**config.mk**
```make
export PLATFORM = sky130hd
export DESIGN_NAME = fan_curve_controller_flat
export DESIGN_NICKNAME = d
export VERILOG_FILES = /design/src/hdl/fcc_pkg.sv /design/src/hdl/fcc_ifs.sv /design/src/hdl/fcc_front.sv /design/src/hdl/fcc_div_cell.sv /design/src/hdl/fcc_back.sv /design/src/hdl/fan_curve_controller.sv /design/src/flat_wrapper.sv
export SDC_FILE = /design/constraint.sdc
export NUM_CORES = 1
export LEC_CHECK = 0
export ABC_AREA = 1
export BUFFER_PORTS_ARGS = -buffer_cell sky130_fd_sc_hd__buf_4
export CORE_MARGIN = 3
export CORE_UTILIZATION = 30
export CTS_CLUSTER_SIZE = 40
export DETAILED_ROUTE_END_ITERATION = 16
export SETUP_SLACK_MARGIN = 0.2
export SYNTH_ARGS = -nofsm -noshare
export SYNTH_HDL_FRONTEND = slang
export SYNTH_SLANG_ARGS = --single-unit
```
**constraint.sdc**
```tcl
create_clock -name clk -period 11 [get_ports clk]
set_input_delay 0 -clock clk [delete_from_list [all_inputs] [get_ports clk]]
set_output_delay 0 -clock clk [all_outputs]
set_load 0.02 [all_outputs]
```
**src/hdl/fcc_pkg.sv**
```systemverilog
// fcc_pkg: shared types, constants and helpers of the fan curve controller.
// No dependencies; every other file of the block refers to it by scoped names.
`default_nettype none

package fcc_pkg;

  localparam int CHANNELS  = 4;
  localparam int IN_FIELDS = 4;
  localparam int CH_USED   = (CHANNELS > IN_FIELDS) ? IN_FIELDS :
                             (CHANNELS < 1) ? 1 : CHANNELS;

  localparam int TEMP_W     = 15;
  localparam int SPEED_W    = 7;
  localparam int DUTY_W     = 8;
  localparam int CFG_IDX_W  = 2;
  localparam int CFG_DATA_W = 15;
  localparam int QUO_W      = 7;
  localparam int DIV_CELLS  = QUO_W;

  localparam int PERCENT_FULL = 100;
  localparam int DUTY_FULL    = 255;
  // speed * 255 / 100 as a multiply by a rounded-up reciprocal
  localparam int DUTY_SHIFT = 19;
  localparam int DUTY_RECIP = (DUTY_FULL * (1 << DUTY_SHIFT) + PERCENT_FULL - 1) / PERCENT_FULL;
  localparam int RECIP_W    = 21;
  localparam int PROD_W     = SPEED_W + RECIP_W;

  localparam logic [CFG_IDX_W-1:0] REG_TEMP_LOW  = 2'd0;
  localparam logic [CFG_IDX_W-1:0] REG_TEMP_HIGH = 2'd1;
  localparam logic [CFG_IDX_W-1:0] REG_SPEED_MIN = 2'd2;
  localparam logic [CFG_IDX_W-1:0] REG_SPEED_MAX = 2'd3;

  localparam logic [1:0] SEL_MIN    = 2'd0;
  localparam logic [1:0] SEL_MAX    = 2'd1;
  localparam logic [1:0] SEL_INTERP = 2'd2;

  typedef logic signed [TEMP_W-1:0] temp_t;
  typedef logic [SPEED_W-1:0]       speed_t;
  typedef logic [DUTY_W-1:0]        duty_t;

  typedef struct packed {
    temp_t  temp_low;
    temp_t  temp_high;
    speed_t speed_min;
    speed_t speed_max;
  } cfg_t;

  // payload walking down the divider row
  typedef struct packed {
    temp_t              hot;
    logic [1:0]         sel;
    logic               neg;
    logic [TEMP_W-1:0]  dsr;
    logic [TEMP_W-1:0]  rem;
    logic [QUO_W-1:0]   low;
    logic [QUO_W-1:0]   quo;
  } div_word_t;

  function automatic speed_t cap_speed(input logic [SPEED_W-1:0] v);
    cap_speed = (v > SPEED_W'(PERCENT_FULL)) ? SPEED_W'(PERCENT_FULL) : v;
  endfunction

endpackage

`default_nettype wire

```
**src/hdl/fcc_ifs.sv**
```systemverilog
// fcc_ifs: valid/ready channel interfaces of the fan curve controller.
// Depends on fcc_pkg for payload types.
`default_nettype none

interface fcc_in_if;
  logic          valid;
  logic          ready;
  fcc_pkg::temp_t temp_a;
  fcc_pkg::temp_t temp_b;
  fcc_pkg::temp_t temp_c;
  fcc_pkg::temp_t temp_d;
  modport source (output valid, temp_a, temp_b, temp_c, temp_d, input ready);
  modport sink   (input valid, temp_a, temp_b, temp_c, temp_d, output ready);
endinterface

interface fcc_out_if;
  logic            valid;
  logic            ready;
  fcc_pkg::temp_t  hottest;
  fcc_pkg::speed_t speed_percent;
  fcc_pkg::duty_t  pwm_duty;
  modport source (output valid, hottest, speed_percent, pwm_duty, input ready);
  modport sink   (input valid, hottest, speed_percent, pwm_duty, output ready);
endinterface

interface fcc_cfg_if;
  logic                             valid;
  logic                             ready;
  logic [fcc_pkg::CFG_IDX_W-1:0]    index;
  logic [fcc_pkg::CFG_DATA_W-1:0]   data;
  modport source (output valid, index, data, input ready);
  modport sink   (input valid, index, data, output ready);
endinterface

`default_nettype wire

```
**src/hdl/fcc_front.sv**
```systemverilog
// fcc_front: hottest-channel select, threshold classify and numerator multiply.
// Three pipeline stages with valid/ready; depends on fcc_pkg.
`default_nettype none

module fcc_front (
  input  wire logic               clk,
  input  wire logic               rst_n,
  input  wire fcc_pkg::cfg_t      cfg,
  input  wire logic               in_valid,
  output      logic               in_ready,
  input  wire fcc_pkg::temp_t     temps [fcc_pkg::IN_FIELDS],
  output      logic               out_valid,
  input  wire logic               out_ready,
  output      fcc_pkg::div_word_t out_data
);

  logic           v1_r, v2_r, v3_r;
  logic           rdy1, rdy2, rdy3;
  fcc_pkg::temp_t hot1_r, hot1_nxt;
  fcc_pkg::temp_t hot2_r;
  logic [1:0]     sel2_r, sel2_nxt;
  logic signed [fcc_pkg::TEMP_W:0] dt2_r, dt2_nxt, ds2_r, ds2_nxt;
  logic           neg2_r, neg2_nxt;
  logic [fcc_pkg::SPEED_W-1:0] mag2_r, mag2_nxt;
  logic [fcc_pkg::SPEED_W:0]   sd;
  logic [fcc_pkg::TEMP_W+fcc_pkg::SPEED_W-1:0] prod;
  fcc_pkg::div_word_t d3_r, d3_nxt;

  assign rdy3     = !v3_r || out_ready;
  assign rdy2     = !v2_r || rdy3;
  assign rdy1     = !v1_r || rdy2;
  assign in_ready = rdy1;

  always_comb begin
    hot1_nxt = temps[0];
    for (int i = 1; i < fcc_pkg::CH_USED; i++) begin
      if (temps[i] > hot1_nxt) begin
        hot1_nxt = temps[i];
      end
    end
  end

  always_comb begin
    if (hot1_r < cfg.temp_low) begin
      sel2_nxt = fcc_pkg::SEL_MIN;
    end else if (hot1_r > cfg.temp_high) begin
      sel2_nxt = fcc_pkg::SEL_MAX;
    end else if (cfg.temp_high == cfg.temp_low) begin
      sel2_nxt = fcc_pkg::SEL_MIN;
    end else begin
      sel2_nxt = fcc_pkg::SEL_INTERP;
    end
    dt2_nxt  = signed'({hot1_r[fcc_pkg::TEMP_W-1], hot1_r})
             - signed'({cfg.temp_low[fcc_pkg::TEMP_W-1], cfg.temp_low});
    ds2_nxt  = signed'({cfg.temp_high[fcc_pkg::TEMP_W-1], cfg.temp_high})
             - signed'({cfg.temp_low[fcc_pkg::TEMP_W-1], cfg.temp_low});
    sd       = {1'b0, cfg.speed_max} - {1'b0, cfg.speed_min};
    neg2_nxt = sd[fcc_pkg::SPEED_W];
    mag2_nxt = neg2_nxt ? fcc_pkg::SPEED_W'(-sd) : sd[fcc_pkg::SPEED_W-1:0];
  end

  // dt is in [0, ds] on the interpolation path, so both fit 15 bits unsigned
  always_comb begin
    prod = (fcc_pkg::TEMP_W+fcc_pkg::SPEED_W)'(dt2_r[fcc_pkg::TEMP_W-1:0])
         * (fcc_pkg::TEMP_W+fcc_pkg::SPEED_W)'(mag2_r);
    d3_nxt.hot = hot2_r;
    d3_nxt.sel = sel2_r;
    d3_nxt.neg = neg2_r;
    d3_nxt.dsr = ds2_r[fcc_pkg::TEMP_W-1:0];
    d3_nxt.rem = prod[fcc_pkg::TEMP_W+fcc_pkg::SPEED_W-1:fcc_pkg::QUO_W];
    d3_nxt.low = prod[fcc_pkg::QUO_W-1:0];
    d3_nxt.quo = '0;
  end

  always_ff @(posedge clk) begin
    if (!rst_n) begin
      v1_r <= 1'b0;
      v2_r <= 1'b0;
      v3_r <= 1'b0;
    end else begin
      if (rdy1) v1_r <= in_valid;
      if (rdy2) v2_r <= v1_r;
      if (rdy3) v3_r <= v2_r;
    end
  end

  always_ff @(posedge clk) begin
    if (rdy1 && in_valid) begin
      hot1_r <= hot1_nxt;
    end
    if (rdy2 && v1_r) begin
      hot2_r <= hot1_r;
      sel2_r <= sel2_nxt;
      dt2_r  <= dt2_nxt;
      ds2_r  <= ds2_nxt;
      neg2_r <= neg2_nxt;
      mag2_r <= mag2_nxt;
    end
    if (rdy3 && v2_r) begin
      d3_r <= d3_nxt;
    end
  end

  assign out_valid = v3_r;
  assign out_data  = d3_r;

endmodule

`default_nettype wire

```
**src/hdl/fcc_div_cell.sv**
```systemverilog
// fcc_div_cell: one restoring-division cell, one quotient bit per request.
// Instances are chained into a row; depends on fcc_pkg.
`default_nettype none

module fcc_div_cell (
  input  wire logic               clk,
  input  wire logic               rst_n,
  input  wire logic               in_valid,
  output      logic               in_ready,
  input  wire fcc_pkg::div_word_t in_data,
  output      logic               out_valid,
  input  wire logic               out_ready,
  output      fcc_pkg::div_word_t out_data
);

  logic                      v_r;
  fcc_pkg::div_word_t        d_r, d_nxt;
  logic [fcc_pkg::TEMP_W:0]  trial;
  logic                      fit;

  assign in_ready = !v_r || out_ready;

  always_comb begin
    trial = {in_data.rem, in_data.low[fcc_pkg::QUO_W-1]};
    fit   = trial >= {1'b0, in_data.dsr};
    d_nxt = in_data;
    d_nxt.rem = fit ? fcc_pkg::TEMP_W'(trial - {1'b0, in_data.dsr})
                    : trial[fcc_pkg::TEMP_W-1:0];
    d_nxt.low = {in_data.low[fcc_pkg::QUO_W-2:0], 1'b0};
    d_nxt.quo = {in_data.quo[fcc_pkg::QUO_W-2:0], fit};
  end

  always_ff @(posedge clk) begin
    if (!rst_n) begin
      v_r <= 1'b0;
    end else if (in_ready) begin
      v_r <= in_valid;
    end
  end

  always_ff @(posedge clk) begin
    if (in_ready && in_valid) begin
      d_r <= d_nxt;
    end
  end

  assign out_valid = v_r;
  assign out_data  = d_r;

endmodule

`default_nettype wire

```
**src/hdl/fcc_back.sv**
```systemverilog
// fcc_back: speed select/clamp and PWM duty scaling, two pipeline stages.
// The second stage is the block's output register; depends on fcc_pkg.
`default_nettype none

module fcc_back (
  input  wire logic               clk,
  input  wire logic               rst_n,
  input  wire fcc_pkg::cfg_t      cfg,
  input  wire logic               in_valid,
  output      logic               in_ready,
  input  wire fcc_pkg::div_word_t in_data,
  output      logic               out_valid,
  input  wire logic               out_ready,
  output      fcc_pkg::temp_t     hottest,
  output      fcc_pkg::speed_t    speed_percent,
  output      fcc_pkg::duty_t     pwm_duty
);

  logic            v1_r, v2_r, rdy1, rdy2;
  fcc_pkg::temp_t  hot1_r, hot2_r;
  fcc_pkg::speed_t spd1_r, spd1_nxt, spd2_r;
  fcc_pkg::duty_t  duty2_r;
  logic signed [fcc_pkg::SPEED_W+1:0] interp;
  logic [fcc_pkg::PROD_W-1:0]         prod;

  assign rdy2 = !v2_r || out_ready;
  assign rdy1 = !v1_r || rdy2;
  assign in_ready = rdy1;

  always_comb begin
    interp = in_data.neg ? signed'({2'b00, cfg.speed_min}) - signed'({2'b00, in_data.quo})
                         : signed'({2'b00, cfg.speed_min}) + signed'({2'b00, in_data.quo});
    case (in_data.sel)
      fcc_pkg::SEL_MIN: spd1_nxt = cfg.speed_min;
      fcc_pkg::SEL_MAX: spd1_nxt = cfg.speed_max;
      default: begin
        if (interp < 0) begin
          spd1_nxt = '0;
        end else if (interp > (fcc_pkg::SPEED_W+2)'(fcc_pkg::PERCENT_FULL)) begin
          spd1_nxt = fcc_pkg::SPEED_W'(fcc_pkg::PERCENT_FULL);
        end else begin
          spd1_nxt = interp[fcc_pkg::SPEED_W-1:0];
        end
      end
    endcase
  end

  assign prod = fcc_pkg::PROD_W'(spd1_r) * fcc_pkg::PROD_W'(fcc_pkg::DUTY_RECIP);

  always_ff @(posedge clk) begin
    if (!rst_n) begin
      v1_r <= 1'b0;
      v2_r <= 1'b0;
    end else begin
      if (rdy1) v1_r <= in_valid;
      if (rdy2) v2_r <= v1_r;
    end
  end

  always_ff @(posedge clk) begin
    if (rdy1 && in_valid) begin
      hot1_r <= in_data.hot;
      spd1_r <= spd1_nxt;
    end
    if (rdy2 && v1_r) begin
      hot2_r  <= hot1_r;
      spd2_r  <= spd1_r;
      duty2_r <= prod[fcc_pkg::DUTY_SHIFT+fcc_pkg::DUTY_W-1:fcc_pkg::DUTY_SHIFT];
    end
  end

  assign out_valid     = v2_r;
  assign hottest       = hot2_r;
  assign speed_percent = spd2_r;
  assign pwm_duty      = duty2_r;

endmodule

`default_nettype wire

```
**src/hdl/fan_curve_controller.sv**
```systemverilog
// fan_curve_controller: top level of the threshold fan speed curve.
// Depends on fcc_pkg, fcc_ifs, fcc_front, fcc_div_cell and fcc_back.
//
// Usage:
//   in_ch  : one request carries four channel temperatures (0.01 degC, signed,
//            0 for an invalid channel).
//   out_ch : one request per input request, in order: hottest temperature,
//            fan speed percent and 8-bit PWM duty.
//   cfg_ch : register writes (0 temp_low, 1 temp_high, 2 speed_min,
//            3 speed_max); always ready, write only while no request is in flight.
//   A request passes three front stages, a row of seven divider cells
//   (one quotient bit each) and two back stages. Throughput is one request
//   per cycle while out_ch does not stall.
//   Every stage holds its request while the next one is full, so a stalled
//   out_ch fills the pipe and in_ch.ready drops once all 12 stages are full.
//   Synchronous reset empties the pipe and loads 30.00/50.00 degC, 30 % and
//   100 % into the registers.
`default_nettype none

module fan_curve_controller (
  input  wire logic  clk,
  input  wire logic  rst_n,
  fcc_in_if.sink     in_ch,
  fcc_out_if.source  out_ch,
  fcc_cfg_if.sink    cfg_ch
);

  fcc_pkg::cfg_t      cfg_r;
  fcc_pkg::temp_t     temps [fcc_pkg::IN_FIELDS];
  logic               cv   [fcc_pkg::DIV_CELLS+1];
  logic               cr   [fcc_pkg::DIV_CELLS+1];
  fcc_pkg::div_word_t cd   [fcc_pkg::DIV_CELLS+1];

  assign cfg_ch.ready = 1'b1;

  always_ff @(posedge clk) begin
    if (!rst_n) begin
      cfg_r.temp_low  <= fcc_pkg::TEMP_W'(3000);
      cfg_r.temp_high <= fcc_pkg::TEMP_W'(5000);
      cfg_r.speed_min <= fcc_pkg::SPEED_W'(30);
      cfg_r.speed_max <= fcc_pkg::SPEED_W'(100);
    end else if (cfg_ch.valid) begin
      unique case (cfg_ch.index)
        fcc_pkg::REG_TEMP_LOW:  cfg_r.temp_low  <= cfg_ch.data;
        fcc_pkg::REG_TEMP_HIGH: cfg_r.temp_high <= cfg_ch.data;
        fcc_pkg::REG_SPEED_MIN:
          cfg_r.speed_min <= fcc_pkg::cap_speed(cfg_ch.data[fcc_pkg::SPEED_W-1:0]);
        fcc_pkg::REG_SPEED_MAX:
          cfg_r.speed_max <= fcc_pkg::cap_speed(cfg_ch.data[fcc_pkg::SPEED_W-1:0]);
        default: ;
      endcase
    end
  end

  assign temps[0] = in_ch.temp_a;
  assign temps[1] = in_ch.temp_b;
  assign temps[2] = in_ch.temp_c;
  assign temps[3] = in_ch.temp_d;

  fcc_front u_front (
    .clk       (clk),
    .rst_n     (rst_n),
    .cfg       (cfg_r),
    .in_valid  (in_ch.valid),
    .in_ready  (in_ch.ready),
    .temps     (temps),
    .out_valid (cv[0]),
    .out_ready (cr[0]),
    .out_data  (cd[0])
  );

  for (genvar g = 0; g < fcc_pkg::DIV_CELLS; g++) begin : g_cell
    fcc_div_cell u_cell (
      .clk       (clk),
      .rst_n     (rst_n),
      .in_valid  (cv[g]),
      .in_ready  (cr[g]),
      .in_data   (cd[g]),
      .out_valid (cv[g+1]),
      .out_ready (cr[g+1]),
      .out_data  (cd[g+1])
    );
  end

  fcc_back u_back (
    .clk           (clk),
    .rst_n         (rst_n),
    .cfg           (cfg_r),
    .in_valid      (cv[fcc_pkg::DIV_CELLS]),
    .in_ready      (cr[fcc_pkg::DIV_CELLS]),
    .in_data       (cd[fcc_pkg::DIV_CELLS]),
    .out_valid     (out_ch.valid),
    .out_ready     (out_ch.ready),
    .hottest       (out_ch.hottest),
    .speed_percent (out_ch.speed_percent),
    .pwm_duty      (out_ch.pwm_duty)
  );

endmodule

`default_nettype wire

```
**src/flat_wrapper.sv**
```systemverilog
// flat-port wrapper written by rule: the top's interface ports become plain ports
module fan_curve_controller_flat 
  (clk, rst_n, in_ch_valid, in_ch_temp_a, in_ch_temp_b, in_ch_temp_c, in_ch_temp_d, in_ch_ready, out_ch_valid, out_ch_hottest, out_ch_speed_percent, out_ch_pwm_duty, out_ch_ready, cfg_ch_valid, cfg_ch_index, cfg_ch_data, cfg_ch_ready);
  fcc_in_if in_ch_i ();
  fcc_out_if out_ch_i ();
  fcc_cfg_if cfg_ch_i ();
  input  wire logic clk;
  input  wire logic rst_n;
  input wire logic [$bits(in_ch_i.valid)-1:0] in_ch_valid;
  input wire logic [$bits(in_ch_i.temp_a)-1:0] in_ch_temp_a;
  input wire logic [$bits(in_ch_i.temp_b)-1:0] in_ch_temp_b;
  input wire logic [$bits(in_ch_i.temp_c)-1:0] in_ch_temp_c;
  input wire logic [$bits(in_ch_i.temp_d)-1:0] in_ch_temp_d;
  output wire logic [$bits(in_ch_i.ready)-1:0] in_ch_ready;
  output wire logic [$bits(out_ch_i.valid)-1:0] out_ch_valid;
  output wire logic [$bits(out_ch_i.hottest)-1:0] out_ch_hottest;
  output wire logic [$bits(out_ch_i.speed_percent)-1:0] out_ch_speed_percent;
  output wire logic [$bits(out_ch_i.pwm_duty)-1:0] out_ch_pwm_duty;
  input wire logic [$bits(out_ch_i.ready)-1:0] out_ch_ready;
  input wire logic [$bits(cfg_ch_i.valid)-1:0] cfg_ch_valid;
  input wire logic [$bits(cfg_ch_i.index)-1:0] cfg_ch_index;
  input wire logic [$bits(cfg_ch_i.data)-1:0] cfg_ch_data;
  output wire logic [$bits(cfg_ch_i.ready)-1:0] cfg_ch_ready;
  assign in_ch_i.valid = in_ch_valid;
  assign in_ch_i.temp_a = in_ch_temp_a;
  assign in_ch_i.temp_b = in_ch_temp_b;
  assign in_ch_i.temp_c = in_ch_temp_c;
  assign in_ch_i.temp_d = in_ch_temp_d;
  assign in_ch_ready = in_ch_i.ready;
  assign out_ch_valid = out_ch_i.valid;
  assign out_ch_hottest = out_ch_i.hottest;
  assign out_ch_speed_percent = out_ch_i.speed_percent;
  assign out_ch_pwm_duty = out_ch_i.pwm_duty;
  assign out_ch_i.ready = out_ch_ready;
  assign cfg_ch_i.valid = cfg_ch_valid;
  assign cfg_ch_i.index = cfg_ch_index;
  assign cfg_ch_i.data = cfg_ch_data;
  assign cfg_ch_ready = cfg_ch_i.ready;
  fan_curve_controller u_core (.clk(clk), .rst_n(rst_n), .in_ch(in_ch_i), .out_ch(out_ch_i), .cfg_ch(cfg_ch_i));
endmodule
```
==> reports/qor.tcl, run 1 <==
set qor(status) {completed}
set qor(post-dp-hpwl_mm) 48.65
set qor(cp_slowest_stage_delay_ns) 0.56
set qor(wl_mm) 62.73
set qor(worst_ep_required_time_ns) 11.34
set qor(grt_antenna_before_repair) 11
set qor(synth_flop_cell) {edfxtp_1}
set qor(gate_count_post_synth) 2913
set qor(cell_internal_pwr_mw) 4.770
set qor(yosysUniqueCellTypes) 54
set qor(post_route_cells_drive_above_1_share_pct) 7.663
set qor(slew_viol_final) 0
set qor(synth.top_cells.by_area) {edfxtp_1, ha_1, inv_1, fa_1, nand2_1}
set qor(detailedRoute.firstPassIterationCount) 5
set qor(postSynthRegisterBits) 588
set qor(cts-root-buf) {clkbuf_16}
set qor(routed_wire_length_per_instance_um) 13.78
set qor(nNetsFinal) 3593
set qor(worstMarginPinSlew_ns) 1.007
set qor(critical_path_arrival_ns) 6.42
set qor(synth_top_area_share_pct) 49.91
set qor(post-route-min-period_ns) 6.084
set qor(worst_hold_path_type) {in -> reg}
set qor(mostFrequentLayoutCell) {edfxtp_1}
set qor(cts_post_setup_buffers_inserted) 0
set qor(row_count) 119
set qor(globalplace.congestion) 0.8338
set qor(grt_first_pass_wirelength_mm) 103.7
set qor(share_clk_of_total_power_pct) 28.0
set qor(chipWidth_um) 332.6
set qor(die_area_um2) 110600
set qor(routed_via_density) 4.448
set qor(layout.cells.most_common_list) {edfxtp_1, inv_1, nand2_1, ha_1, a21oi_1}
set qor(timing.final.setup_violations) 0
set qor(detail_route.iter0.violations) 1065
set qor(netlist_area_um2) 32010
set qor(critPathCaptureType) {register}
set qor(holdBufCountCts) 58
set qor(die_height_um) 332.6
set qor(global_route.overflow_total) 0
set qor(remaining_drc_errors) 0
set qor(cpMaxStageDelayCell) {dlygate4sd3_1}
set qor(ir_drop_mv) 0.2929
set qor(postCtsResizedCells) 0
set qor(max-cap-violations) 0
set qor(ratio_of_final_minimum_period_to_clock_period_pct) 55.31
set qor(hold_path.startpoint) {in_ch_temp_c[4]}
set qor(maxClockFrequency_mhz) 164.4
set qor(setup_tns_ns) 0
set qor(synthDominantAreaCellType) {edfxtp_1}
set qor(avg_inst_size_synth_um2) 10.99
set qor(timing.slew.headroom_pct) 32.80
set qor(num_io_pins) 115
set qor(rsz0062_at_grt) {false}
set qor(cp_common_cell) {nand2_1}
set qor(switching_share_pct) 33.25
set qor(cts-buffers-inserted) 60
set qor(area_growth_pct) 15.82
set qor(worstSetupStartpoint) {in_ch_temp_b[10]}
set qor(final_hold_viol_count) 0
set qor(grt_start_max_net_pins) 56
set qor(clk_transition_reported_paths_ns) 0.06
set qor(clock_skew_ns) 0.03866
set qor(clock_insertion_delay_worst_skew_ns) 0.62
set qor(synth-seq-area-share_pct) 53.41
set qor(clock-sinks) 588
set qor(power.leakage_nw) 15.84
set qor(initial_core_util_pct) 30.32
set qor(combinationalPowerShare_pct) 32.5
set qor(synth_async_sr_flop_share_pct) 0
set qor(cts.htree.levels) 2
set qor(synth-edff-count) 532
set qor(p_sw_mw) 2.376
set qor(antenna_violating_nets_left) 0
set qor(critical_path_class) {in -> reg}
set qor(clock_tree.buffer_depth) 3
set qor(vias) 20260
set qor(tritoncts_clock_tree) {yes}
set qor(pwr_per_cell_area_nw_per_um2) 192.7
set qor(io_buffers) 113
set qor(fin_util_pct) 35.12
set qor(synth-warning-count) 0
set qor(mappedNetlistNets) 3395
set qor(power.sequential.fraction_pct) 39.5
set qor(core_region_area_um2) 105600
set qor(startpoint_type) {primary input}
set qor(first_global_vias) 20270
set qor(cp_max_fo) 30
set qor(worst_reg2reg_startpoint) {u_core.u_front.mag2_r[3]}
set qor(fillCellCount) 10440
set qor(gr_usage_total_pct) 11.46
per-layer routing:
layer / up-vias / routed length, um / track usage [%]
met4: 6 / 1503 / 3.091
met2: 388 / 29260 / 19.35
li1: 10280 / - / -
met3: 98 / 3527 / 2.208
met5: - / 34 / 0
met1: 9481 / 28410 / 15.06
metrics by stage:
step	instance area, um2	hold slack [ns]	std cells	setup slack, ns	total power [mW]
floorplan	32010	0.1263	2913	5.790	4.446
global placement	34520	0.2287	4382	4.992	5.147
detailed placement	34520	0.2332	4382	4.872	5.183
CTS	37060	0.004329	4549	4.963	7.269
global route	37060	0.06474	4551	4.251	7.646
finish	37070	0.04174	4554	4.916	7.145
path summary, 6_finish.rpt:
path	slack (ns)	to	depth (start not counted)
max	4.92	u_core.u_front.hot1_r[5]	34
min	0.04	u_core.u_front.hot1_r[4]	5
max reg2reg	5.24	u_core.u_front.out_data[27]	29
min reg2reg	0.39	u_core.g_cell[2].u_cell.out_data[61]	0
cells in the mapped netlist, types with 8 or more instances:
master and number:
clkbuf_1 41, nand2_1 423, nor3_1 13, o21a_1 11
nor4_1 11, o211ai_1 15, xnor2_1 40, edfxtp_1 532
nor2_1 174, xor2_1 107, ha_1 309, dfxtp_1 56
inv_1 495, o21bai_1 19, a221oi_1 9, nand3_1 66
fa_1 91, o21ai_0 114, a211oi_1 8, a21oi_1 273
nand4_1 29
kinds of logic after synthesis:
group,Yosys count,synth area share (%)
AND/OR/NAND/NOR,739,9.581
XOR/XNOR,147,4.022
buffers and inverters,547,6.524
multiplexers,6,0.2033
flip-flops,588,53.41
adder cells (fa/ha/maj),400,17.77
other,1,0.01172
AO/OA/AOI/OAI,485,8.475
worst max-delay path: cells and delay by family:
kind / cells / cell delay [ns]
buffers and inverters: 5 / 0.84
AO/OA/AOI/OAI: 7 / 2.12
adder cells (fa/ha/maj): 3 / 0.91
AND/OR/NAND/NOR: 19 / 2.53
sequential cells by signal (all words and copies together) (netlist names):
name,count
u_core.u_back.hottest,15
u_core.u_back.hot1_r,15
u_core.u_back.v1_r,1
u_core.u_front.ds2_r,15
u_core.cfg_r,44
u_core.u_back.out_valid,1
u_core.u_front.neg2_r,1
u_core.u_front.mag2_r,7
u_core.g_cell.u_cell.out_data,355
u_core.u_front.hot1_r,15
u_core.u_front.sel2_r,2
u_core.u_front.dt2_r,15
u_core.u_front.v1_r,1
u_core.u_front.hot2_r,15
u_core.u_front.out_data,55
u_core.u_front.v2_r,1
u_core.g_cell.u_cell.out_valid,7
u_core.u_front.out_valid,1
u_core.u_back.pwm_duty,8
u_core.u_back.spd1_r,7
u_core.u_back.speed_percent,7
power by group through the flow:
stage | combinational [mW] | sequential, mW | clock, mW
final | 2.32 | 2.82 | 2.00
after global routing | 2.65 | 2.83 | 2.16
after CTS | 2.39 | 2.82 | 2.06
after detailed placement | 2.31 | 2.87 | 0
after global placement | 2.28 | 2.87 | 0
after floorplan | 1.66 | 2.78 | 0
cell type report:
class / instances / area [um2] / area share (%)
antenna: 5 / 12.51 / 0.03375
clock buffer: 81 / 1622 / 4.374
clock inverter: 28 / 335.3 / 0.9045
inverter: 499 / 1873 / 5.052
multi-input combinational: 1778 / 12870 / 34.71
sequential: 588 / 17100 / 46.12
tap: 1391 / 1740 / 4.695
timing repair buffer: 184 / 1526 / 4.118
Power figures use the tool's default switching activity.
==> run 2, diff against run 1 <==
==> constraint.sdc (replaced) <==
create_clock -name clk -period 5.8 [get_ports clk]
set_input_delay 0 -clock clk [delete_from_list [all_inputs] [get_ports clk]]
set_output_delay 0 -clock clk [all_outputs]
set_load 0.02 [all_outputs]
==> run 2 against run 1 <==
Effect of this change: die area unchanged; count of clock-buffer cells in the layout down 11; first-iteration DRC count fell by 14%; sequential power rose by 89%; the flow now finishes with violations (negative hold slack); clock power rose by 96%; largest power group unchanged; via count up 0.32%.
==> reports/qor.tcl, run 2 (synthesis results as in run 1) <==
set qor(global_route.overflow_total) 0 ;# unchanged
set qor(reg2regPathDepth) 24 ;# -17%
set qor(antenna_violating_nets_left) 0 ;# unchanged
set qor(worst_ep_required_time_ns) 6.15 ;# -5.19 ns
set qor(cp_common_cell) {nand2_1}
set qor(tritoncts_clock_tree) {yes}
set qor(holdWs_ns) -0.02647 ;# -0.06822 ns
set qor(critPathCaptureType) {register}
set qor(placed_cell_area_um2) 34600 ;# +0.24%
set qor(fin_ws_ns) 0.6374 ;# -4.279 ns
set qor(io_buffers) 113 ;# unchanged
set qor(ratio_of_final_minimum_period_to_clock_period_pct) 89.01
set qor(routed_via_density) 4.432 ;# -0.36%
set qor(maxClockFrequency_mhz) 193.7
set qor(die_height_um) 332.6 ;# unchanged
set qor(grt_antenna_before_repair) 10 ;# -1
set qor(post-route-min-period_ns) 5.163
set qor(cts-buffers-inserted) 61 ;# +1.7%
set qor(detail_route.iter0.violations) 919 ;# -14%
set qor(critical_path_arrival_ns) 5.51 ;# -0.91 ns
set qor(clock-sinks) 588 ;# unchanged
set qor(worst_setup_path_endpoint) {u_core.u_front.out_data[28]}
set qor(area_growth_pct) 16.84
set qor(r2r-end) {u_core.u_front.out_data[28]}
set qor(cp_slowest_stage_delay_ns) 0.56 ;# about the same
set qor(post-dp-hpwl_mm) 48.76 ;# +0.21%
set qor(layout.cells.most_common_list) {edfxtp_1, inv_1, nand2_1, ha_1, a21oi_1}
set qor(ir_drop_mv) 0.5538 ;# +89%
set qor(clk_transition_reported_paths_ns) 0.06 ;# about the same
set qor(detailedRoute.firstPassIterationCount) 5 ;# unchanged
set qor(critical_path.n_buffers_inverters) 2 ;# -3
set qor(detailedPlace.worstSlack_ns) 0.2998 ;# -4.572 ns
set qor(timing.slew.headroom_pct) 34.48 ;# +1.7 points
set qor(final_area_um2) 37400 ;# +0.88%
set qor(clock_tree.buffer_depth) 3 ;# unchanged
set qor(fillCellCount) 10320 ;# -1.2%
set qor(initial_core_util_pct) 30.32 ;# unchanged
set qor(cell_count_of_the_worst_hold_path) 5 ;# unchanged
set qor(worstSetupPathDepth) 24 ;# -29%
set qor(mostFrequentLayoutCell) {edfxtp_1}
set qor(setup.reg_to_reg.worst_slack_ns) 0.64 ;# -4.60 ns
set qor(vias) 20320 ;# +0.32%
set qor(post_route_cells_drive_above_1_share_pct) 8.777 ;# +1.1 points
set qor(p_total_mw) 13.71 ;# +92%
set qor(cp_max_fo) 14 ;# -53%
set qor(pwr_per_cell_area_nw_per_um2) 366.5 ;# +90%
set qor(cpMaxStageDelayCell) {fa_1}
set qor(cts-root-buf) {clkbuf_16}
set qor(clock_skew_ns) 0.03394 ;# -0.004720 ns
set qor(gr_usage_total_pct) 11.46 ;# about the same
set qor(clock_insertion_delay_worst_skew_ns) 0.63 ;# about the same
set qor(critical_path.cell_chain) {buf_6 > nand2_1 > fa_1 > inv_1 > fa_1 > fa_1 > fa_1 > ha_1 > a21oi_1 > o21ai_0 > a21o_1 > a21oi_2 > o21bai_1 > a21oi_2 > o21ai_0 > nand2_1 > nand2_1 > nand3_1 > nand2_1 > nand3_1 > nand2_1 > nand3_1 > nand2_1 > xor2_1}
set qor(non_filler_cells_in_the_finished_layout) 4585 ;# +0.68%
set qor(timing.final.setup_violations) 0 ;# unchanged
set qor(startpoint_type) {register}
set qor(worst_hold_path_type) {in -> reg}
set qor(num_io_pins) 115 ;# unchanged
set qor(rsz0062_at_grt) {false}
set qor(core_region_area_um2) 105600 ;# unchanged
set qor(routed_wire_length_per_instance_um) 13.83 ;# +0.37%
set qor(cts.htree.levels) 2 ;# unchanged
set qor(fin_util_pct) 35.43 ;# +0.31 points
set qor(die_area_um2) 110600 ;# unchanged
set qor(worstMarginPinSlew_ns) 0.9804 ;# -0.02659 ns
set qor(row_count) 119 ;# unchanged
set qor(max-cap-violations) 0 ;# unchanged
set qor(number_of_flip_flops_under_the_largest_register_name) 355 ;# unchanged
set qor(remaining_drc_errors) 0 ;# unchanged
set qor(slew_viol_final) 0 ;# unchanged
set qor(chipWidth_um) 332.6 ;# unchanged
set qor(first_global_vias) 20390 ;# +0.59%
set qor(violated_checks) {negative hold slack}
set qor(globalplace.congestion) 0.8430 ;# +1.1%
set qor(grt_first_pass_wirelength_mm) 103.9 ;# +0.15%
set qor(post-place-cells) 4393 ;# +0.25%
set qor(worstSetupStartpoint) {u_core.u_front.mag2_r[6]}
set qor(setup_tns_ns) 0 ;# unchanged
set qor(nNetsFinal) 3620 ;# +0.75%
set qor(power.leakage_nw) 16.02 ;# +1.2%
set qor(grt_start_max_net_pins) 56 ;# unchanged
set qor(wl_mm) 63.39 ;# +1.1%
set qor(critical_path_class) {reg -> reg}
set qor(worst_reg2reg_startpoint) {u_core.u_front.mag2_r[6]}
set qor(critical_path.top_delay_family) {adder cells}
set qor(status) {finished with violations}
set qor(final_hold_viol_count) 1 ;# +1
## run 2: worst register-to-register path, stage by stage (launching register included)
cell	delay, ns
edfxtp_1	0.42
buf_6	0.20
nand2_1	0.10
fa_1	0.57
inv_1	0.07
fa_1	0.50
fa_1	0.52
fa_1	0.49
ha_1	0.36
a21oi_1	0.13
o21ai_0	0.14
a21o_1	0.20
a21oi_2	0.16
o21bai_1	0.09
a21oi_2	0.16
o21ai_0	0.09
nand2_1	0.06
nand2_1	0.07
nand3_1	0.07
nand2_1	0.08
nand3_1	0.07
nand2_1	0.08
nand3_1	0.07
nand2_1	0.06
xor2_1	0.13
## run 2: per-layer routing
layer,track usage [%],part of all wire (%)
met5,0,0.066
met4,3.574,2.5
met3,1.923,5.5
met2,19.57,47
met1,14.85,45
## run 2: how the worst min path moves through the flow
stage,startpoint,endpoint,slack [ns]
2_1_floorplan,cfg_ch_data[6],u_core.cfg_r[6],0.13
3_3_place_gp,cfg_ch_data[12],u_core.cfg_r[26],0.23
3_5_place_dp,cfg_ch_data[7],u_core.cfg_r[21],0.24
4_1_cts,in_ch_temp_c[8],u_core.u_front.hot1_r[8],0.007
5_1_grt,in_ch_temp_c[8],u_core.u_front.hot1_r[8],0.02
6_report,in_ch_temp_c[8],u_core.u_front.hot1_r[8],-0.03
## run 2: report_power, final
part / leakage, nW / internal [mW] / switching [mW]
Combinational: 9.75 / 1.79 / 2.67
Sequential: 5.29 / 5.10 / 0.240
Clock: 0.977 / 2.26 / 1.65
## run 2: cell type report
type	instances	area, um2	share of cell area, %
Sequential cell	588	17100	45.71
Multi-Input combinational cell	1779	12910	34.53
Inverter	499	1873	5.008
Tap cell	1391	1740	4.654
Timing Repair Buffer	209	1724	4.610
Clock buffer	70	1560	4.172
Clock inverter	45	480.5	1.285
Antenna cell	4	10.01	0.02676
## run 2: timing repair
| item | CTS | global route |
|---|---|---|
| setup endpoints to repair | 0 | 16 |
| resized for setup | 0 | 21 |
| endpoints found under the hold margin | 72 | 0 |
| buffers inserted | 0 | 13 |
| hold buffers | 59 | 0 |
==> run 3, diff against run 2 <==
--- a/config.mk
+++ b/config.mk
@@ -8,9 +8,10 @@
 export ABC_AREA = 1
 export BUFFER_PORTS_ARGS = -buffer_cell sky130_fd_sc_hd__buf_4
 export CORE_MARGIN = 3
-export CORE_UTILIZATION = 30
+export CORE_UTILIZATION = 50
 export CTS_CLUSTER_SIZE = 40
 export DETAILED_ROUTE_END_ITERATION = 16
+export PLACE_DENSITY = 0.67
 export SETUP_SLACK_MARGIN = 0.2
 export SYNTH_ARGS = -nofsm -noshare
 export SYNTH_HDL_FRONTEND = slang
==> run 3 against run 2 <==
Effect of this change: register-to-register slack lost 0.08 ns; global-route usage grew 9.1 points; first-iteration DRC count grew 29%; critical path depth shrank 2; die area shrank 39%; the run now ends clean; design area shrank 1.8%; routed wire length grew 8.5%; worst hold slack gained 0.048 ns; setup slack lost 0.081 ns; via count grew 4.0%.
==> reports/qor.tcl, run 3 (synthesis results as in run 1) <==
set qor(status) {completed}
set qor(grt_start_max_net_pins) 56 ;# unchanged
set qor(final_hold_viol_count) 0 ;# -1
set qor(cts-buffers-inserted) 59 ;# -3.3%
set qor(mostFrequentLayoutCell) {edfxtp_1}
set qor(globalplace.congestion) 0.9643 ;# +14%
set qor(timing.final.setup_violations) 0 ;# unchanged
set qor(initial_core_util_pct) 50.65 ;# +20 points
set qor(maxClockFrequency_mhz) 190.7 ;# -1.5%
set qor(first_global_vias) 21450 ;# +5.2%
set qor(detailedPlace.worstSlack_ns) -0.02591 ;# -0.3257 ns
set qor(cp_max_fo) 5 ;# -9
set qor(detail_route.iter0.violations) 1190 ;# +29%
set qor(worstMarginPinSlew_ns) 1.013 ;# +0.03216 ns
set qor(global_route.overflow_total) 0 ;# unchanged
set qor(critical_path.n_buffers_inverters) 3 ;# +1
set qor(worst_ep_required_time_ns) 6.19 ;# +0.04 ns
set qor(clock_tree.buffer_depth) 3 ;# unchanged
set qor(cpMaxStageDelayCell) {fa_1}
set qor(cp_common_cell) {a21oi_1}
set qor(core_region_area_um2) 63200 ;# -40%
set qor(clock_insertion_delay_worst_skew_ns) 0.65 ;# +0.02 ns
set qor(critical_path.top_delay_family) {adder cells}
set qor(clock-sinks) 588 ;# unchanged
set qor(vias) 21140 ;# +4.0%
set qor(critical_path_arrival_ns) 5.63 ;# +0.12 ns
set qor(critPathCaptureType) {register}
set qor(nNetsFinal) 3628 ;# +0.22%
set qor(chipWidth_um) 259.0 ;# -22%
set qor(die_area_um2) 67090 ;# -39%
set qor(pwr_per_cell_area_nw_per_um2) 376.5 ;# +2.7%
set qor(tritoncts_clock_tree) {yes}
set qor(rsz0062_at_grt) {false}
set qor(detailedRoute.firstPassIterationCount) 5 ;# unchanged
set qor(switching_share_pct) 34.47 ;# +1.2 points
set qor(wl_mm) 68.78 ;# +8.5%
set qor(cts-root-buf) {clkbuf_16}
set qor(clock_skew_ns) 0.04389 ;# +0.009948 ns
set qor(combinationalPowerShare_pct) 33.9 ;# +1.3 points
set qor(non_filler_cells_in_the_finished_layout) 4043 ;# -12%
set qor(post-dp-hpwl_mm) 52.62 ;# +7.9%
set qor(antenna_violating_nets_left) 0 ;# unchanged
set qor(io_buffers) 113 ;# unchanged
set qor(cell_internal_pwr_mw) 9.056 ;# -1.0%
set qor(routed_wire_length_per_instance_um) 17.01 ;# +23%
set qor(holdWs_ns) 0.02126 ;# +0.04773 ns
set qor(power.sequential.fraction_pct) 38.5 ;# -0.4 points
set qor(power.leakage_nw) 16.03 ;# about the same
set qor(startpoint_type) {register}
set qor(die_height_um) 259.0 ;# -22%
set qor(critical_path.cell_chain) {fa_1 > inv_1 > fa_1 > inv_1 > ha_1 > fa_1 > ha_1 > nand3_1 > o311ai_0 > a21oi_1 > o21a_1 > inv_1 > nand2_1 > nand2_1 > a21oi_1 > o21ai_0 > a21oi_1 > o21ai_1 > a21o_1 > a21oi_1 > o31ai_1 > xor2_1}
set qor(max-cap-violations) 0 ;# unchanged
set qor(cts.htree.levels) 2 ;# unchanged
set qor(ir_drop_mv) 0.4947 ;# -11%
set qor(num_io_pins) 115 ;# unchanged
set qor(p_total_mw) 13.82 ;# +0.83%
set qor(p_sw_mw) 4.764 ;# +4.5%
set qor(layout.cells.most_common_list) {edfxtp_1, inv_1, nand2_1, ha_1, a21oi_1}
set qor(remaining_drc_errors) 0 ;# unchanged
set qor(met3_wirelength_mm) 2.564 ;# -27%
set qor(post-place-cells) 3846 ;# -12%
set qor(topRoutingLayerUsed) {met4}
set qor(fin_ws_ns) 0.5561 ;# -0.08125 ns
set qor(post-route-min-period_ns) 5.244 ;# +0.08125 ns
set qor(critical_path_class) {reg -> reg}
set qor(area_growth_pct) 14.69
set qor(grt_antenna_before_repair) 2 ;# -8
set qor(share_clk_of_total_power_pct) 27.6 ;# -0.9 points
set qor(met1Wirelength_mm) 29.71 ;# +3.6%
set qor(worst_hold_path_type) {in -> reg}
set qor(cp_slowest_stage_delay_ns) 0.57 ;# about the same
set qor(fillCellCount) 5126 ;# -50%
set qor(grt_first_pass_wirelength_mm) 109.8 ;# +5.8%
set qor(slew_viol_final) 0 ;# unchanged
set qor(gr_usage_total_pct) 20.58 ;# +9.1 points
set qor(met2WireLength_mm) 34.37 ;# +16%
set qor(routed_via_density) 5.228 ;# +18%
set qor(timing.slew.headroom_pct) 32.34 ;# -2.1 points
set qor(post_route_cells_drive_above_1_share_pct) 8.761 ;# -0.016 points
set qor(number_of_flip_flops_under_the_largest_register_name) 355 ;# unchanged
set qor(row_count) 92 ;# -23%
set qor(ratio_of_final_minimum_period_to_clock_period_pct) 90.41 ;# +1.4 points
set qor(clk_transition_reported_paths_ns) 0.07 ;# about the same
-- run 3: cell types whose count changed in the layout (fill, tap and decap cells not counted), sizes merged --
cell / change
clkinv: -7
dlygate4sd3: +6
diode: -3
clkinvlp: +1
clkbuf: +4
buf: +5
nand3: -1
bufinv: -2
-- run 3: metal layers --
metal | GRT usage, % | vias to the layer above
li1 | - | 10360
met3 | 2.390 | 133
met5 | 0 | -
met1 | 26.57 | 10180
met2 | 35.87 | 465
met4 | 7.454 | 0
-- run 3: repair_timing --
item | 4_1_cts | 5_1_grt
buffers inserted | 0 | 20
setup endpoints to repair | 0 | 20
hold endpoints to repair | 78 | 0
gates resized for setup | 0 | 10
hold buffers | 65 | 0
-- run 3: layout make-up --
class / count / area, um2 / area share (%)
diodes: 1 / 2.502 / 0.006817
clock buffers: 74 / 1603 / 4.366
clock inverters: 37 / 390.4 / 1.063
inverters: 499 / 1873 / 5.102
multi-input cells: 1778 / 12870 / 35.06
flip-flops and latches: 588 / 17100 / 46.57
well taps: 846 / 1059 / 2.883
repair buffers: 220 / 1814 / 4.942
-- run 3: power by group through the flow --
| stage | Combinational (mW) | Sequential, mW | Clock (mW) |
|---|---|---|---|
| after global placement | 4.42 | 5.41 | 0 |
| after global routing | 5.21 | 5.33 | 4.10 |
| after detailed placement | 4.51 | 5.42 | 0 |
| after floorplan | 3.15 | 5.28 | 0 |
| after CTS | 4.60 | 5.33 | 3.92 |
| final | 4.68 | 5.32 | 3.82 |
-- run 3: final timing paths --
kind                            slack [ns]                                  from                                   end  cells past startpoint
worst min register to register        0.38  u_core.g_cell[1].u_cell.out_data[61]  u_core.g_cell[2].u_cell.out_data[61]                      0
worst max-delay path                  0.56               u_core.u_back.spd1_r[4]             u_core.u_back.pwm_duty[7]                     22
worst max register to register        0.56               u_core.u_back.spd1_r[4]             u_core.u_back.pwm_duty[7]                     22
worst min-delay path                  0.02                          cfg_ch_valid                       u_core.cfg_r[7]                      5
-- run 3: worst reg2reg max path: stages, from the launching register on --
cell and delay, ns:
edfxtp_1 0.51, fa_1 0.57, inv_1 0.05, fa_1 0.48, inv_1 0.05, ha_1 0.30
fa_1 0.47, ha_1 0.32, nand3_1 0.07, o311ai_0 0.28, a21oi_1 0.13, o21a_1 0.19
inv_1 0.05, nand2_1 0.04, nand2_1 0.08, a21oi_1 0.08, o21ai_0 0.20, a21oi_1 0.13
o21ai_1 0.23, a21o_1 0.21, a21oi_1 0.14, o31ai_1 0.29, xor2_1 0.11
-- run 3: metrics by stage --
step | setup TNS [ns] | instance area (um2) | utilization, %
global route | 0 | 36710 | 58.09
finish | 0 | 36710 | 58.09
global placement | 0 | 33900 | 53.64
detailed placement | -0.2930 | 33900 | 53.64
CTS | 0 | 36540 | 57.82
floorplan | 0 | 32010 | -
